`src/rtl/mtc_pkg.sv`:
```
// ============================================================================
// mtc_pkg
// Shared types, sizes and codes of the multiple-tau correlator.
// ============================================================================
package mtc_pkg;

  localparam int LEVELS       = 20;
  localparam int LAGS         = 16;
  localparam int SAMPLE_WIDTH = 24;
  localparam int SLOTS        = LEVELS * LAGS;

  localparam int LEVEL_W = 5;
  localparam int LAG_W   = 4;
  localparam int ADDR_W  = LEVEL_W + LAG_W;
  localparam int LSUM_W  = 27;
  localparam int PROD_W  = 2 * SAMPLE_WIDTH;
  localparam int PSUM_W  = 64;
  localparam int CNT_W   = 32;
  localparam int MEAN_W  = 48;
  localparam int TIME_W  = 61;

  // operation codes
  localparam logic OP_SAMPLE = 1'b0;
  localparam logic OP_READ   = 1'b1;

  // configuration register indexes
  localparam logic CFG_MODE      = 1'b0;
  localparam logic CFG_AVG_SHIFT = 1'b1;

  typedef logic signed [SAMPLE_WIDTH-1:0] sample_t;
  typedef logic signed [PROD_W-1:0]       prod_t;
  typedef logic signed [PSUM_W-1:0]       psum_t;

  // saturating add of a product onto a 64-bit sum
  function automatic psum_t sat_add(input psum_t a, input prod_t p);
    psum_t b;
    psum_t s;
    b = psum_t'(p);
    s = a + b;
    if (a[PSUM_W-1] == b[PSUM_W-1] && s[PSUM_W-1] != a[PSUM_W-1]) begin
      s = a[PSUM_W-1] ? {1'b1, {(PSUM_W-1){1'b0}}} : {1'b0, {(PSUM_W-1){1'b1}}};
    end
    return s;
  endfunction

endpackage

```
`src/rtl/mtc_mac.sv`:
```
// ============================================================================
// mtc_mac
// Registered signed multiplier shared by all lag updates.
// ============================================================================
module mtc_mac
  import mtc_pkg::*;
(
  input  logic    clk,
  input  logic    en,
  input  sample_t a,
  input  sample_t b,
  output prod_t   p
);

  // one product per enabled cycle
  always_ff @(posedge clk) begin
    if (en) begin
      p <= prod_t'(a) * prod_t'(b);
    end
  end

endmodule

```
`config.mk`:
```
export PLATFORM = sky130hd
export DESIGN_NAME = mtc_mac
export DESIGN_NICKNAME = d
export VERILOG_FILES = /design/src/rtl/mtc_pkg.sv /design/src/rtl/mtc_mac.sv
export SDC_FILE = /design/constraint.sdc
export NUM_CORES = 2
export LEC_CHECK = 0
export ABC_AREA = 1
export BUFFER_PORTS_ARGS = -buffer_cell sky130_fd_sc_hd__buf_2
export CORE_MARGIN = 2
export CORE_UTILIZATION = 45
export CTS_BUF_LIST = sky130_fd_sc_hd__clkbuf_2 sky130_fd_sc_hd__clkbuf_4 sky130_fd_sc_hd__clkbuf_8
export DETAILED_ROUTE_END_ITERATION = 6
export PLACE_DENSITY_LB_ADDON = 0.08
export SLEW_MARGIN = 10
export SYNTH_ARGS = -nofsm -noshare
export SYNTH_HDL_FRONTEND = slang
export SYNTH_SLANG_ARGS = --single-unit
```
`constraint.sdc`:
```
create_clock -name clk -period 10.45 [get_ports clk]
set_input_delay 2.09 -clock clk [delete_from_list [all_inputs] [get_ports clk]]
set_output_delay 2.09 -clock clk [all_outputs]
set_load 0.03 [all_outputs]
```
==> metrics.md <==
| Metric | Value |
|---|---|
| Status | `finished clean` |
| RSZ-0062 raised after global routing | `no` |
| Starting density of the core | `0.455` |
| Nets | `3888` |
| Fill cells | `5407` |
| CTS tree | `done` |
| Residual DRC | `0` |
| Dpl cells | `3786` |
| Non-filler cells, final | `3793` |
| Max Clk Rate | `112 MHz` |
| Critical path class | `in -> reg` |
| TritonCTS sink count | `48` |
| Hold bufs inserted after CTS | `0` |
| Root buffer cell | `clkbuf_8` |
| DRT iter0 DRCs | `1101` |
| Count leader, synth | `inv_1` |
| Post-synth top cells | `inv_1, nand2_1, fa_1` |
| Yosys warns | `0` |
| Routed vias/inst | `4.83` |
| Multiplexer share of the synthesized area | `0` |
| Area contributors post-synth | `fa_1, inv_1, nand2_1, ha_1, edfxtp_1` |
| Post-Syn Area | `24500 µm²` |
| Pre-CTS WS | `1.28 ns` |
| Vias in the first global route | `20268` |
| Mapped Cells | `3090` |
| Worst Path Arrival | `8.98 ns` |
| Seq/Total Area, Yosys | `0.0589` |
| Post-synth EDFFs | `48` |
| Fin. max-slew vios | `0` |
| Period utilization | `0.853` |
| Placed Area | `25500 µm²` |
| CTS HTree Levels | `2` |
| Total Routing Usage GR | `0.256` |
| Share of post-route cells with drive strength above 1 | `0.0526` |
| Post-DP HPWL | `57.5 mm` |
| Fin crit period | `8.92 ns` |
| Synth Area in Adders | `0.565` |
| Clock slew at reported path FFs | `0.10 ns` |
| Final hold vios | `0` |
| GP Congestion | `0.933` |
| HP Class | `in -> reg` |
| Biggest regs | `p (48)` |
| Synth cell types | `29` |
| Post-Synth Simple-Gate Area | `0.180` |
| Initial antenna violation count | `1` |
| CTS resizes | `0` |
| Cell row count | `85` |
| Top reg by flops | `p` |
| Worst EP required | `10.51 ns` |
| Relative slew margins | `0.175` |
| First-pass GRT wire length | `111 mm` |
| Post-Synth XOR/XNOR Area | `0.0125` |
| Worst-Margin Slew | `1.24 ns` |
| DR WL/cell | `17.6 µm` |
| Post-synthesis net count | `3881` |
| Max clock buf depth | `2` |
| Syn_area_per_cell | `7.92 µm²` |
| CP startpoint | `b[0]` |
| DRT Pass-1 Iters | `7` |
| Ports | `98` |
| Die ar. | `56300 µm²` |
| Ant. Diodes | `0` |
| Setup TNS | `0 ns` |
| Total CTS buffers | `5` |
| Final WS setup | `1.53 ns` |
| Dominant cell type by area after synthesis | `fa_1` |
| Die H | `237 µm` |
| Hold_sp | `b[0]` |
| Layout area overhead | `4.39%` |
| Max FFs per register | `48` |
| Core region area | `53800 µm²` |
| Grt ovf | `0` |
| Endpoints failing setup | `0` |
| Die width | `237 µm` |
| Critical path fanouts, max | `24` |
| Vias | `18319` |
| Synth top area share | `0.496` |
| Fraction of synthesis flops using an asynchronous set or reset pin | `0` |
| Post-CTS Setup Bufs | `0` |
| Synth Flop Type | `edfxtp_1` |
| Startpoint Class | `primary input` |
| Post-route cell area | `25600 µm²` |
| Routed Antenna Nets | `0` |
| Max Cap Violations | `0` |
| CP Capture Type | `flop` |
| Largest family of logic cells by synthesized area | `adder cells` |
| Flops & latches, synth | `48` |
| Compound-Gate Fraction of Synth Area | `0.0123` |
| Largest net degree at the start of global routing | `49` |
| Post-detailed-routing wire length | `66.9 mm` |
| Port-buffer cells | `97` |
-- final timing paths --
| path | to | slack (ns) | cells after the start |
|---|---|---|---|
| setup / recovery | p[31]$_DFFE_PP_ | 1.53 | 24 |
| hold / removal | p[0]$_DFFE_PP_ | 2.36 | 3 |
-- critical path: stages --
cell     delay, ns
buf_2         0.42
nand2_1       0.17
inv_1         0.16
fa_1          0.53
fa_1          0.72
inv_1         0.22
fa_1          0.53
inv_1         0.05
fa_1          0.48
fa_1          0.50
fa_1          0.48
inv_1         0.04
fa_1          0.52
inv_1         0.06
ha_1          0.37
a21oi_1       0.39
nand2_1       0.23
inv_1         0.09
nand2_1       0.12
inv_1         0.10
nand2_2       0.07
inv_1         0.05
nand2_1       0.12
xor2_1        0.43
-- final cells by class --
type                       instances  area [µm²]  share of cell area
clock buffer                       5        68.8             0.00269
clock inverter                     2        12.5            0.000490
inverter                        1021        3830               0.150
multi-input combinational       1923       18800               0.737
sequential                        48        1440              0.0564
tap                              696         871              0.0341
timing repair buffer              98         493              0.0193
-- placed cells by master (no fill, tap or decap), drive strengths merged, types with 3 or more instances in the layout --
cell and instances:
inv 1021, nand2 918, fa 607, ha 134, nor2 100, buf 98
edfxtp 48, nand3 48, a21oi 39, xor2 25, nand4 13, xnor2 10
o21bai 6, o21ai 6, or2 5, clkbuf 5, nor3 4, nand3b 3
-- routing by layer --
| layer | vias to the layer above | track usage | part of all wire |
|---|---|---|---|
| met4 | 2 | 0.0560 | 0.023 |
| met3 | 96 | 0.0251 | 0.049 |
| met2 | 431 | 0.434 | 0.49 |
| li1 | 8502 | - | - |
| met1 | 9288 | 0.358 | 0.44 |
| met5 | - | 0 | 0.00019 |
-- logic make-up (layout without fill, tap and decap cells) --
logic type | count (synthesis) | after routing
AOI/OAI and AO/OA | 54 | 54
xor gates and xnor gates | 35 | 35
adders and majority gates | 741 | 741
buffers and inverters | 1119 | 1126
DFF | 48 | 48
and+or+nand+nor | 1093 | 1093
-- per-stage QoR --
| step | hold WS, ns | util |
|---|---|---|
| 3_3_place_gp | 2.57 | 0.473 |
| 4_1_cts | 2.35 | 0.475 |
| 6_report | 2.36 | 0.475 |
| 5_1_grt | 2.39 | 0.475 |
| 2_1_floorplan | 2.20 | - |
| 3_5_place_dp | 2.57 | 0.473 |
Power is not shown: default switching activity piles up to over one toggle a cycle in this logic, so the estimate is an artifact.
