[src/rtl/mtc_pkg.sv]
// ============================================================================
// mtc_pkg
// Shared types, sizes and codes of the multiple-tau correlator.
// ============================================================================
package mtc_pkg;

  localparam int LEVELS       = 20;
  localparam int LAGS         = 16;
  localparam int SAMPLE_WIDTH = 24;
  localparam int SLOTS        = LEVELS * LAGS;

  localparam int LEVEL_W = 5;
  localparam int LAG_W   = 4;
  localparam int ADDR_W  = LEVEL_W + LAG_W;
  localparam int LSUM_W  = 27;
  localparam int PROD_W  = 2 * SAMPLE_WIDTH;
  localparam int PSUM_W  = 64;
  localparam int CNT_W   = 32;
  localparam int MEAN_W  = 48;
  localparam int TIME_W  = 61;

  // operation codes
  localparam logic OP_SAMPLE = 1'b0;
  localparam logic OP_READ   = 1'b1;

  // configuration register indexes
  localparam logic CFG_MODE      = 1'b0;
  localparam logic CFG_AVG_SHIFT = 1'b1;

  typedef logic signed [SAMPLE_WIDTH-1:0] sample_t;
  typedef logic signed [PROD_W-1:0]       prod_t;
  typedef logic signed [PSUM_W-1:0]       psum_t;

  // saturating add of a product onto a 64-bit sum
  function automatic psum_t sat_add(input psum_t a, input prod_t p);
    psum_t b;
    psum_t s;
    b = psum_t'(p);
    s = a + b;
    if (a[PSUM_W-1] == b[PSUM_W-1] && s[PSUM_W-1] != a[PSUM_W-1]) begin
      s = a[PSUM_W-1] ? {1'b1, {(PSUM_W-1){1'b0}}} : {1'b0, {(PSUM_W-1){1'b1}}};
    end
    return s;
  endfunction

endpackage

[src/rtl/mtc_div.sv]
// ============================================================================
// mtc_div
// Restoring divider, one quotient bit per cycle (64 by 32 bits).
// ============================================================================
module mtc_div
  import mtc_pkg::*;
(
  input  logic              clk,
  input  logic              rst,
  input  logic              start,
  input  logic [PSUM_W-1:0] dividend,
  input  logic [CNT_W-1:0]  divisor,
  output logic              done,
  output logic [PSUM_W-1:0] quotient
);

  logic [CNT_W:0]   rem;
  logic [CNT_W-1:0] dvs;
  logic [6:0]       cnt;
  logic             run;
  logic [CNT_W:0]   rem_sh;
  logic             ge;

  assign rem_sh = {rem[CNT_W-1:0], quotient[PSUM_W-1]};
  assign ge     = rem_sh >= {1'b0, dvs};

  // shift-subtract loop
  always_ff @(posedge clk) begin
    if (rst) begin
      run  <= 1'b0;
      done <= 1'b0;
      cnt  <= '0;
    end else begin
      done <= 1'b0;
      if (start) begin
        run      <= 1'b1;
        cnt      <= '0;
        rem      <= '0;
        dvs      <= divisor;
        quotient <= dividend;
      end else if (run) begin
        rem      <= ge ? rem_sh - {1'b0, dvs} : rem_sh;
        quotient <= {quotient[PSUM_W-2:0], ge};
        cnt      <= cnt + 7'd1;
        if (cnt == 7'(PSUM_W - 1)) begin
          run  <= 1'b0;
          done <= 1'b1;
        end
      end
    end
  end

endmodule

[config.mk]
export PLATFORM = sky130hd
export DESIGN_NAME = mtc_div
export DESIGN_NICKNAME = d
export VERILOG_FILES = /design/src/rtl/mtc_pkg.sv /design/src/rtl/mtc_div.sv
export SDC_FILE = /design/constraint.sdc
export NUM_CORES = 1
export LEC_CHECK = 0
export BUFFER_PORTS_ARGS = -buffer_cell sky130_fd_sc_hd__buf_2
export CORE_MARGIN = 2
export CORE_UTILIZATION = 40
export DETAILED_ROUTE_END_ITERATION = 8
export PLACE_DENSITY_LB_ADDON = 0.08
export SLEW_MARGIN = 30
export SYNTH_ARGS = -nofsm -noshare
export SYNTH_HDL_FRONTEND = slang
export SYNTH_SLANG_ARGS = --single-unit
[constraint.sdc]
create_clock -name clk -period 12 [get_ports clk]
set_input_delay 2.4 -clock clk [delete_from_list [all_inputs] [get_ports clk]]
set_output_delay 2.4 -clock clk [all_outputs]
set_load 0.005 [all_outputs]
==> reports/qor.log <==
INFO  sta            rsz0062_at_grt=no
INFO  sta            clock_skew=0.00951ns
INFO  pwr            clock_power_share=37.1%
INFO  critical_path  critical_path.top_delay_family=buffers and inverters
INFO  critical_path  reg2reg_slack=8.39ns
INFO  floorplanning  floorplan.die_area=20700squm
INFO  sta            final.period_utilization=41.9%
INFO  route          post-route-drc-count=0
INFO  layout         area_overhead_of_the_layout_relative_to_synthesis=21.0%
INFO  synthesis      number_of_enable_type_register_cells_in_the_synthesized_netlist=128
INFO  critical_path  cp-end-kind=flop
INFO  floorplanning  initial_utilization=40.5%
INFO  synthesis      syn-num-nets=778
INFO  sta            fmax=199MHz
INFO  pwr            internal-power=1000uW
INFO  route          routed-via-count=5742
INFO  sta            tightestPinTransition=0.888ns
INFO  global_routing globalRouteTotalUtil=18.1%
INFO  synthesis      synthesis.area=7840squm
INFO  floorplanning  num_io_pins=164
INFO  min_path       min_from=cnt[6]
INFO  floorplanning  chipWidth=144um
INFO  min_path       min_path_type=reg2reg
INFO  synthesis      leading_register_cell_type_out_of_synthesis=sky130_fd_sc_hd__edfxtp_1
INFO  critical_path  cp_data_required_time=12.07ns
INFO  sta            post-route-worst-setup-slack=6.98ns
INFO  clock_network  cts-root-buf=sky130_fd_sc_hd__clkbuf_16
INFO  global_routing antenna_found_initial=1
INFO  clock_network  post_cts_resize_count=0
INFO  synthesis      syn-instance-count=645
INFO  clock_network  clk_pin_slew_worst_paths=0.07ns
INFO  placed_design  detailedPlace.worstSlack=6.45ns
INFO  critical_path  r2r-end=quotient[0]
INFO  clock_network  insertion_delay=0.44ns
INFO  sta            drv_slew=0
INFO  sta            slew_headroom=40.8%
INFO  route          drt-vias-per-instance=5.30
INFO  critical_path  crit_arrival=5.09ns
INFO  floorplanning  die_h=144um
INFO  synthesis      synth_cell_types=73
INFO  sta            hold-worst-slack=0.492ns
INFO  critical_path  worst_path_most_repeated_cell=sky130_fd_sc_hd__buf_4
INFO  clock_network  post_cts_hold_buffer_count=0
INFO  critical_path  reg2regPathDepth=10
INFO  job            timing.max_cap.violations=0
INFO  global_routing grt_max_degree=58
INFO  critical_path  crit_path_start=start
INFO  min_path       timing.hold.worst_path_depth=1
INFO  clock_network  clk_path_buf_depth=2
INFO  floorplanning  placement_rows=51
INFO  pwr            powerDensity=151nW/um^2
INFO  clock_network  cts_post_setup_buffers_inserted=0
INFO  layout         multi_input_area=3500squm
INFO  synthesis      postSynthRegisterBits=137
INFO  sta            setup_viol_count_final=0
INFO  layout         seqCellArea=4020squm
INFO  run_status     status=completed
INFO  placed_design  globalplace.congestion=0.864
INFO  pwr            swShare=30.3%
INFO  clock_network  clock_buffers_created_by_tritoncts=17
INFO  critical_path  cp_slowest_cell=sky130_fd_sc_hd__buf_4
INFO  clock_network  tritoncts_num_sinks=137
INFO  critical_path  critPathBufInv=3
INFO  critical_path  rr_startpoint=rem[17]
INFO  sta            final.min_clock_period=5.02ns
INFO  min_path       worst_hold_path_endpoint=done
INFO  pwr            static-leakage-power=0.00375uW
INFO  route          firstDrtPassIters=5
INFO  layout         drive_gt1_share=41.0%
INFO  route          route.detailed.wl_per_inst=17.0um
INFO  route          drt-initial-drc-count=276
INFO  placed_design  dpl-instance-area=8900squm
INFO  synthesis      synthesis.yosys.warnings=0
INFO  layout         filler_cell_count=1769
INFO  clock_network  cts_tree=done
INFO  placed_design  dp_hpwl=12800um
INFO  clock_network  h_tree_depth=4
INFO  placed_design  port_buffers=163
INFO  pwr            share_seq_of_total_power=40.9%
INFO  global_routing wire_length_of_the_first_global_routing_pass=29100um
INFO  pwr            power.combinational.fraction=22.1%
INFO  critical_path  critPathMaxStageDelay=0.79ns
INFO  pwr            vdd_ir_drop_max=0.0990mV
INFO  critical_path  worstSetupStartpointType=input port
INFO  route          route.antenna.remaining_nets=0
INFO  global_routing grt-ovfl-total=0
INFO  layout         nets=937
INFO  critical_path  critical_path_cell_by_cell=buf_4, buf_4, nor2_1, nor2_4, buf_4
INFO  pwr            p_switching=434uW
INFO  sta            total_count_of_hold_check_failures_in_the_final_report=0
INFO  pwr            fin_total_pwr=1430uW
INFO  layout         final_area=9490squm
INFO  synthesis      async_reset_ff_share=0%
INFO  synthesis      synth_seq_area_share=51.3%
INFO  route          routed_wl=18500um
INFO  global_routing first_global_vias=5753
INFO  critical_path  critPathKind=in2reg
INFO  synthesis      syn_area_per_cell=12.2squm
INFO  sta            finalSetupTns=0ns
INFO  critical_path  critical_path_peak_fanout=57
INFO  floorplanning  placeableCoreArea=19300squm
-- Yosys cell counts, drive strengths merged, types with 2 or more instances --
library cell | n | area, sq um
o311ai | 3 | 26.3
nor2 | 33 | 126
nor3 | 12 | 65.1
clkbuf | 17 | 83.8
nand2 | 22 | 98.9
o31ai | 3 | 22.5
dfxtp | 9 | 180
nand4 | 11 | 68.8
nand3 | 30 | 255
xnor2 | 15 | 131
edfxtp | 128 | 3840
a211o | 2 | 17.5
o211ai | 4 | 35.0
or3 | 5 | 31.3
mux2 | 64 | 721
nor4 | 2 | 12.5
xor2 | 12 | 105
a31o | 2 | 26.3
o21a | 5 | 37.5
a21oi | 58 | 384
o22ai | 3 | 18.8
nand4b | 3 | 26.3
nand2b | 3 | 18.8
o21ai | 42 | 214
or2 | 3 | 18.8
ha | 33 | 413
mux2i | 3 | 30.0
a31oi | 7 | 65.1
nor2b | 7 | 43.8
and3 | 6 | 38.8
o31a | 3 | 26.3
o221a | 2 | 22.5
a2111oi | 2 | 23.8
and2 | 2 | 15.0
a21o | 13 | 98.9
buf | 11 | 95.1
a211oi | 8 | 80.1
inv | 42 | 158
-- metrics by stage --
step	std cells	utilization [%]
finish	1084	49.1
global route	1083	49.1
CTS	1082	49.1
detailed placement	1050	46.0
global placement	1049	45.9
floorplan	645	-
-- sequential cells by signal, summed over array words and instances, names as in the netlist --
register	flops
run	1
quotient	64
dvs	32
cnt	7
done	1
rem	32
-- how the worst max path moves through the flow --
stage,to,cells after the start
after floorplan,quotient[0],4
after global placement,quotient[44],5
after detailed placement,quotient[45],5
after CTS,quotient[53],5
after global routing,quotient[53],5
final,quotient[53],5
-- kinds of logic after synthesis --
family | after synthesis | synth area share (%)
mux | 67 | 9.58
simple gates | 144 | 11.0
compound gates | 165 | 15.2
fa+ha+maj | 34 | 5.52
flops | 137 | 51.3
buf+inv | 71 | 4.42
xor+xnor | 27 | 3.02
-- routing by layer --
metal	global-route usage, %	vias up	wire, um
li1	-	2778	-
met1	23.1	2793	8440
met2	29.2	151	8610
met3	5.60	20	1140
met4	6.30	0	278
met5	0	-	0
-- power by group through the flow --
| stage | Sequential (uW) | Clock (uW) | Combinational (uW) |
|---|---|---|---|
| after floorplan | 596 | 0 | 233 |
| after global placement | 596 | 0 | 312 |
| after detailed placement | 596 | 0 | 316 |
| after CTS | 586 | 541 | 318 |
| after global routing | 590 | 562 | 351 |
| final | 586 | 531 | 317 |
-- worst reg2reg max path: cells and delay by family (launching register included) --
kind                       cells  cell delay, ns
muxes                          1            0.32
and+or+nand+nor                5            1.62
DFF                            1            0.42
adders and majority gates      1            0.41
AOI/OAI and AO/OA              3            0.60
-- cell usage in the layout, fill, tap and decap left out, types with 6 or more instances in the layout --
master and instances:
sky130_fd_sc_hd__nand4_1 11, sky130_fd_sc_hd__a21oi_1 35, sky130_fd_sc_hd__nor2_1 30, sky130_fd_sc_hd__a21oi_2 22, sky130_fd_sc_hd__xor2_1 12, sky130_fd_sc_hd__nor3_1 11, sky130_fd_sc_hd__o21ai_1 6, sky130_fd_sc_hd__xnor2_1 15
sky130_fd_sc_hd__dfxtp_1 9, sky130_fd_sc_hd__a21o_1 12, sky130_fd_sc_hd__buf_4 6, sky130_fd_sc_hd__buf_2 162, sky130_fd_sc_hd__inv_1 42, sky130_fd_sc_hd__clkbuf_16 17, sky130_fd_sc_hd__ha_1 33, sky130_fd_sc_hd__nand2_1 21
sky130_fd_sc_hd__nand3_2 21, sky130_fd_sc_hd__o21ai_0 35, sky130_fd_sc_hd__mux2_2 64, sky130_fd_sc_hd__nor2b_1 7, sky130_fd_sc_hd__edfxtp_1 128, sky130_fd_sc_hd__nand3_1 9
-- layout make-up --
class | count | share of cell area [%]
multi-input cells | 437 | 36.9
clock inverters | 15 | 1.70
repair buffers | 169 | 9.31
inverters | 42 | 1.66
flip-flops and latches | 137 | 42.4
clock buffers | 17 | 4.48
diodes | 2 | 0.0527
well taps | 265 | 3.49
Power figures use the tool's default switching activity.
